<file path="config.mk">
export PLATFORM = sky130hd
export DESIGN_NAME = class_phase_time_slice_sequencer
export DESIGN_NICKNAME = d
export VERILOG_FILES = /design/src/sv/cpts_pkg.sv /design/src/sv/cpts_step.sv /design/src/sv/class_phase_time_slice_sequencer.sv
export SDC_FILE = /design/constraint.sdc
export NUM_CORES = 1
export LEC_CHECK = 0
export ABC_AREA = 0
export BUFFER_PORTS_ARGS = -buffer_cell sky130_fd_sc_hd__buf_2
export CAP_MARGIN = 20
export CORE_MARGIN = 2
export CORE_UTILIZATION = 60
export CTS_CLUSTER_DIAMETER = 60
export CTS_CLUSTER_SIZE = 16
export DETAILED_ROUTE_END_ITERATION = 8
export PLACE_DENSITY = 0.86
export SLEW_MARGIN = 20
export SYNTH_ARGS = -nofsm -noshare
export SYNTH_HDL_FRONTEND = slang
export SYNTH_SLANG_ARGS = --single-unit
export TNS_END_PERCENT = 1
</file>
<file path="constraint.sdc">
create_clock -name clock -period 3.2 [get_ports clock]
set_input_delay 0.48 -clock clock [delete_from_list [all_inputs] [get_ports clock]]
set_output_delay 0.48 -clock clock [all_outputs]
set_load 0.03 [all_outputs]
</file>
<file path="src/sv/cpts_pkg.sv">
package cpts_pkg;

   // register indexes on the csr port
   localparam int unsigned CSR_INDEX_WIDTH = 3;
   localparam int unsigned CSR_DATA_WIDTH  = 8;

   localparam logic [CSR_INDEX_WIDTH-1:0] CSR_SLICE_LENGTH  = 3'd0;
   localparam logic [CSR_INDEX_WIDTH-1:0] CSR_PREEMPT_QUOTA = 3'd1;
   localparam logic [CSR_INDEX_WIDTH-1:0] CSR_RR_ROUNDS     = 3'd2;
   localparam logic [CSR_INDEX_WIDTH-1:0] CSR_SJF_ROUNDS    = 3'd3;
   localparam logic [CSR_INDEX_WIDTH-1:0] CSR_FCFS_ROUNDS   = 3'd4;

   // register reset values
   localparam logic [7:0] SLICE_LENGTH_RESET  = 8'd10;
   localparam logic [7:0] PREEMPT_QUOTA_RESET = 8'd5;
   localparam logic [3:0] RR_ROUNDS_RESET     = 4'd3;
   localparam logic [3:0] SJF_ROUNDS_RESET    = 4'd2;
   localparam logic [3:0] FCFS_ROUNDS_RESET   = 4'd1;

   // phase codes
   localparam logic [1:0] PHASE_RR   = 2'd0;
   localparam logic [1:0] PHASE_SJF  = 2'd1;
   localparam logic [1:0] PHASE_FCFS = 2'd2;
   localparam logic [1:0] PHASE_NONE = 2'd3;

   typedef struct packed {
      logic [7:0] slice_length;
      logic [7:0] preempt_quota;
      logic [3:0] rr_rounds;
      logic [3:0] sjf_rounds;
      logic [3:0] fcfs_rounds;
   } cpts_cfg_type;

   typedef struct packed {
      logic [7:0] slice_left;
      logic [7:0] preempt_left;
      logic [3:0] rr_left;
      logic [3:0] sjf_left;
      logic [3:0] fcfs_left;
   } cpts_state_type;

   typedef struct packed {
      logic       proc_running;
      logic       q0_empty;
      logic       q1_empty;
      logic       q2_empty;
   } cpts_tick_type;

   typedef struct packed {
      logic       yield_now;
      logic [1:0] phase;
   } cpts_result_type;

endpackage

</file>
<file path="src/sv/cpts_step.sv">
module cpts_step (
   input  cpts_pkg::cpts_cfg_type    cfg,
   input  cpts_pkg::cpts_state_type  cur,
   input  cpts_pkg::cpts_tick_type   tick,
   output cpts_pkg::cpts_state_type  nxt,
   output cpts_pkg::cpts_result_type res
);
   import cpts_pkg::*;

   logic handed;
   logic yld;

   // countdowns, phase round accounting and yield decision for one tick
   always_comb begin
      nxt    = cur;
      handed = 1'b0;
      yld    = 1'b0;
      nxt.preempt_left = (cur.preempt_left == 8'd0) ? 8'd0 : cur.preempt_left - 8'd1;
      nxt.slice_left   = (cur.slice_left == 8'd0) ? 8'd0 : cur.slice_left - 8'd1;
      if (tick.proc_running) begin
         if (cur.rr_left != 4'd0) begin
            if (nxt.slice_left == 8'd0) begin
               nxt.slice_left = cfg.slice_length;
               nxt.rr_left    = cur.rr_left - 4'd1;
               if (nxt.rr_left == 4'd0 || tick.q0_empty) begin
                  nxt.sjf_left = cfg.sjf_rounds;
                  handed       = 1'b1;
                  yld          = 1'b1;
               end
            end
            // forced yield in round robin unless a handover just happened
            if (nxt.preempt_left == 8'd0 && !handed) begin
               yld              = 1'b1;
               nxt.preempt_left = cfg.preempt_quota;
            end
         end else if (nxt.slice_left == 8'd0) begin
            nxt.slice_left = cfg.slice_length;
            if (cur.sjf_left != 4'd0) begin
               nxt.sjf_left = cur.sjf_left - 4'd1;
               if (nxt.sjf_left == 4'd0 || tick.q1_empty) begin
                  nxt.fcfs_left = cfg.fcfs_rounds;
                  yld           = 1'b1;
               end
            end else if (cur.fcfs_left != 4'd0) begin
               nxt.fcfs_left = cur.fcfs_left - 4'd1;
               if (nxt.fcfs_left == 4'd0 || tick.q2_empty) begin
                  nxt.rr_left = cfg.rr_rounds;
                  yld         = 1'b1;
               end
            end
         end
      end
   end

   // active phase after the tick
   always_comb begin
      res.yield_now = yld;
      if (nxt.rr_left != 4'd0) begin
         res.phase = PHASE_RR;
      end else if (nxt.sjf_left != 4'd0) begin
         res.phase = PHASE_SJF;
      end else if (nxt.fcfs_left != 4'd0) begin
         res.phase = PHASE_FCFS;
      end else begin
         res.phase = PHASE_NONE;
      end
   end

endmodule

</file>
<file path="src/sv/class_phase_time_slice_sequencer.sv">
// an accepted tick word has its result word registered and shown on rsp in the next cycle
// throughput: one tick per cycle while req_stall is low, the whole update is a single
// pass of counter logic between the state registers and the result register
// req_stall is high only while a result word is held and rsp is stalled
// reset (synchronous, active high) restores register defaults and counters
module class_phase_time_slice_sequencer (
   input  logic                                  clock,
   input  logic                                  reset,
   input  logic                                  req_valid,
   output logic                                  req_stall,
   input  logic                                  req_proc_running,
   input  logic                                  req_q0_empty,
   input  logic                                  req_q1_empty,
   input  logic                                  req_q2_empty,
   output logic                                  rsp_valid,
   input  logic                                  rsp_stall,
   output logic                                  rsp_yield_now,
   output logic [1:0]                            rsp_phase,
   input  logic                                  csr_write,
   input  logic [cpts_pkg::CSR_INDEX_WIDTH-1:0]  csr_index,
   input  logic [cpts_pkg::CSR_DATA_WIDTH-1:0]   csr_data
);
   import cpts_pkg::*;

   cpts_cfg_type    cfg_ff, cfg_in;
   cpts_state_type  state_ff, state_nxt;
   cpts_tick_type   tick;
   cpts_result_type res;
   cpts_result_type rsp_ff, rsp_in;
   logic            rsp_valid_ff, rsp_valid_in;
   logic            req_accept;

   assign req_stall  = rsp_valid_ff & rsp_stall;
   assign req_accept = req_valid & ~req_stall;

   assign tick.proc_running = req_proc_running;
   assign tick.q0_empty     = req_q0_empty;
   assign tick.q1_empty     = req_q1_empty;
   assign tick.q2_empty     = req_q2_empty;

   // register writes
   always_comb begin
      cfg_in = cfg_ff;
      if (csr_write) begin
         case (csr_index)
            CSR_SLICE_LENGTH:  cfg_in.slice_length  = csr_data;
            CSR_PREEMPT_QUOTA: cfg_in.preempt_quota = csr_data;
            CSR_RR_ROUNDS:     cfg_in.rr_rounds     = csr_data[3:0];
            CSR_SJF_ROUNDS:    cfg_in.sjf_rounds    = csr_data[3:0];
            CSR_FCFS_ROUNDS:   cfg_in.fcfs_rounds   = csr_data[3:0];
            default:           cfg_in = cfg_ff;
         endcase
      end
   end

   always_ff @(posedge clock) begin
      if (reset) begin
         cfg_ff.slice_length  <= SLICE_LENGTH_RESET;
         cfg_ff.preempt_quota <= PREEMPT_QUOTA_RESET;
         cfg_ff.rr_rounds     <= RR_ROUNDS_RESET;
         cfg_ff.sjf_rounds    <= SJF_ROUNDS_RESET;
         cfg_ff.fcfs_rounds   <= FCFS_ROUNDS_RESET;
      end else begin
         cfg_ff <= cfg_in;
      end
   end

   // tick update
   cpts_step u_step (
      .cfg  (cfg_ff),
      .cur  (state_ff),
      .tick (tick),
      .nxt  (state_nxt),
      .res  (res)
   );

   always_ff @(posedge clock) begin
      if (reset) begin
         state_ff.slice_left   <= SLICE_LENGTH_RESET;
         state_ff.preempt_left <= PREEMPT_QUOTA_RESET;
         state_ff.rr_left      <= RR_ROUNDS_RESET;
         state_ff.sjf_left     <= 4'd0;
         state_ff.fcfs_left    <= 4'd0;
      end else if (req_accept) begin
         state_ff <= state_nxt;
      end
   end

   // result register, held while rsp stalls
   assign rsp_valid_in = req_accept | (rsp_valid_ff & rsp_stall);
   assign rsp_in       = req_accept ? res : rsp_ff;

   always_ff @(posedge clock) begin
      if (reset) begin
         rsp_valid_ff <= 1'b0;
      end else begin
         rsp_valid_ff <= rsp_valid_in;
      end
   end

   always_ff @(posedge clock) begin
      rsp_ff <= rsp_in;
   end

   assign rsp_valid     = rsp_valid_ff;
   assign rsp_yield_now = rsp_ff.yield_now;
   assign rsp_phase     = rsp_ff.phase;

endmodule

</file>
==> metrics.sh <==
CTS.PATH.MAX_BUFFERS=2
RSZ_0062_RAISED_AFTER_GLOBAL_ROUTING='false'
MIN_PERIOD_NS=3.10
IO_PINS=25
SETUP-VIOLATIONS-FINAL=0
MAXCLOCKFREQUENCY_GHz=0.323
SYN2LAYOUT_AREA_GROWTH_PCT=9.99
FINAL_DESIGN_AREA_NO_FILL_SQ_UM=3870
CTSHOLDBUFFERS=0
YOSYSSEQAREASHARE_PCT=35.0
START_UTIL_PCT=63.1
DRT_PASS1_ITERATIONS=5
ROOT_BUFFER='sky130_fd_sc_hd__clkbuf_8'
YS_WARN_COUNT=0
HIGHEST_COUNT_CELLS_IN_THE_LAYOUT_IGNORING_FILL_AND_TAPS='70 x sky130_fd_sc_hd__nor2_1, 57 x sky130_fd_sc_hd__nand2_1, 57 x sky130_fd_sc_hd__dfxtp_1, 29 x sky130_fd_sc_hd__a21oi_1, 24 x sky130_fd_sc_hd__buf_2'
INSERTION_DELAY_NS=0.33
PORTBUFFERS=24
DP_HPWL_UM=5880
WORST_SLEW_MARGIN_RELATIVE_TO_ITS_LIMIT_PCT=62.2
SETUP_TNS_NS=0
SYNTH_ENABLE_FLOP_CELLS=3
DESIGN.CORE.AREA_SQ_UM=5570
HOLD_PATH.CLASS='primary input to flip-flop'
DIE-HEIGHT_UM=80.6
PERIOD_SHARE_PCT=96.7
SYNTHESIS.AREA_PER_INSTANCE_SQ_UM=7.80
NUM_ANTENNA_CELLS=0
TOTAL_LEAKAGE_POWER_nW=1.51
ARRIVAL_NS=3.16
GRT-OVFL-TOTAL=0
ROUTED_WIRE_LENGTH_PER_INSTANCE_UM=15.6
GRT_PASS1_VIAS=3011
STD_CELL_ROWS=27
PATH_MAX_FANOUT=10
VIAS_PER_CELL=6.07
MAXIMUM_LEVEL_OF_THE_CTS_H_TREE=3
TRITONCTS='done'
POST_ROUTE_CELLS_DRIVE_ABOVE_1_SHARE_PCT=14.1
GRTUSAGETOTAL_PCT=27.7
SYNTHESIS.INSTANCES=451
TOTALPOWERFINAL_mW=1.72
POSTSYNTHREGISTERBITS=60
PEAKVDDDROP_mV=0.309
SETUP.WORST_PATH.CLASS='flip-flop to flip-flop'
RUN_STATUS='complete, no violations'
WORSTPATHREQUIRED_NS=3.26
CLKSLEWWORSTSETUPHOLDPATHS_NS=0.07
SYNTH_CELL_TYPES=63
WORST_HOLD_SLACK_NS=0.369
SYNTH-ASYNC-RESET-RATIO_PCT=0
GRT_FIRST_PASS_WIRELENGTH_UM=14100
NUMCLOCKSINKS=60
CRITPATHLAUNCHTYPE='flip-flop'
HOLD_VIOL_FINAL=0
PLACE_AREA_SQ_UM=3650
FLOORPLAN.DIE_AREA_SQ_UM=6490
MAX_CAP_VIOL_COUNT=0
MAPPEDNETLISTNETS=479
GRT_MAX_DEGREE=31
CTS_INSERTED_BUFFERS=9
WORST_SLEW_PIN_SLEW_NS=0.566
FIRST_ITER_VIOLATIONS=333
WORST_CLOCK_SKEW_NS=0.00941
ANTENNA_FOUND_INITIAL=0
FINALNETCOUNT=497
DIE_W_UM=80.6
POWER.DENSITY_nW_PER_UM2=443
SYNTH.CELL_AREA_SQ_UM=3520
ENDPOINT_KIND='flip-flop'
VIAS=3312
FINAL_REPLACE_WEIGHTED_CONGESTION=0.937
DRC_ERRORS=0
DRV_SLEW=0
LAYOUT_COMMONEST_CELL='sky130_fd_sc_hd__nor2_1'
WIRE_LENGTH_REPORTED_BY_THE_DETAILED_ROUTER_UM=8490
YS.FLOP_TYPE='sky130_fd_sc_hd__dfxtp_1'
POSTROUTEANTENNANETS=0
repair_timing:
item	in CTS	in global routing
endpoints found under the setup margin	0	2
endpoints found under the hold margin	0	0
setup buffers	0	3
gates resized for setup	0	2
sequential cells by signal (all words and copies together) (netlist names):
| signal | count |
|---|---|
| rsp_yield_now | 1 |
| state_ff | 28 |
| rsp_valid | 1 |
| cfg_ff | 28 |
| rsp_phase | 2 |
cell usage after synthesis (5+ instances only):
library cell	count	area, sq um
sky130_fd_sc_hd__or3_1	5	31.3
sky130_fd_sc_hd__a21oi_1	29	145
sky130_fd_sc_hd__inv_1	17	63.8
sky130_fd_sc_hd__a211oi_1	10	75.1
sky130_fd_sc_hd__a31oi_1	5	31.3
sky130_fd_sc_hd__nor3_1	19	95.1
sky130_fd_sc_hd__a311oi_1	5	43.8
sky130_fd_sc_hd__clkbuf_1	19	71.3
sky130_fd_sc_hd__nand2b_1	6	37.5
sky130_fd_sc_hd__nand3_1	10	50.1
sky130_fd_sc_hd__mux2i_1	22	220
sky130_fd_sc_hd__and2_1	5	31.3
sky130_fd_sc_hd__o21ai_0	17	85.1
sky130_fd_sc_hd__ha_1	8	100
sky130_fd_sc_hd__nand2_1	57	214
sky130_fd_sc_hd__xnor2_1	5	43.8
sky130_fd_sc_hd__dfxtp_1	57	1140
sky130_fd_sc_hd__nor2_1	70	263
cells by family (layout without fill, tap and decap cells):
| kind of cell | Yosys count | count (layout) | share of synthesized area, % |
|---|---|---|---|
| compound gates | 103 | 103 | 20.3 |
| xor+xnor | 7 | 7 | 1.74 |
| fa+ha+maj | 8 | 8 | 2.85 |
| buf+inv | 45 | 68 | 5.58 |
| flops | 60 | 60 | 35.0 |
| mux | 25 | 25 | 7.22 |
| simple gates | 203 | 203 | 27.3 |
final timing paths:
kind | depth (start not counted) | slack [ns] | endpoint | start
max reg2reg | 8 | 0.10 | rsp_phase[0] | state_ff[22]
min | 3 | 0.37 | rsp_valid | req_valid
min reg2reg | 2 | 0.46 | cfg_ff[27] | cfg_ff[27]
max | 8 | 0.10 | rsp_phase[0] | state_ff[22]
worst max-delay path, stage by stage, from the launching register on:
cell and delay, ns:
sky130_fd_sc_hd__dfxtp_1 0.38, sky130_fd_sc_hd__or4_4 0.62, sky130_fd_sc_hd__o41ai_4 0.40, sky130_fd_sc_hd__o221a_4 0.33, sky130_fd_sc_hd__and2_4 0.19, sky130_fd_sc_hd__o21ai_1 0.07
sky130_fd_sc_hd__a221o_1 0.40, sky130_fd_sc_hd__nor4b_2 0.32, sky130_fd_sc_hd__a21oi_1 0.12
per-layer routing:
layer,track usage (%),share of wire [%],vias to the layer above
li1,-,-,1645
met1,37.7,44,1522
met2,43.8,47,129
met3,5.84,7.4,16
met4,8.98,1.3,0
met5,0,0,-
through the flow:
| step | setup WS (ns) | std cells | utilization [%] |
|---|---|---|---|
| after CTS | 0.119 | 543 | 68.9 |
| after floorplan | 0.325 | 451 | - |
| after global routing | 0.00129 | 546 | 69.4 |
| final | 0.105 | 546 | 69.4 |
| after detailed placement | 0.174 | 527 | 65.5 |
| after global placement | 0.285 | 527 | 65.5 |
area by class of cell:
cell class,instances,area [sq um]
multi-input combinational,346,2100
fill,455,1700
sequential,60,1230
timing repair buffer,34,195
clock buffer,13,169
tap,72,90.1
inverter,18,67.6
clock inverter,3,20.0
power by group:
| part | switching (mW) | internal, mW |
|---|---|---|
| combinational | 0.153 | 0.100 |
| clock | 0.300 | 0.344 |
| sequential | 0.0351 | 0.784 |
| total | 0.488 | 1.23 |
No activity file was read; power rests on OpenSTA's default activity.
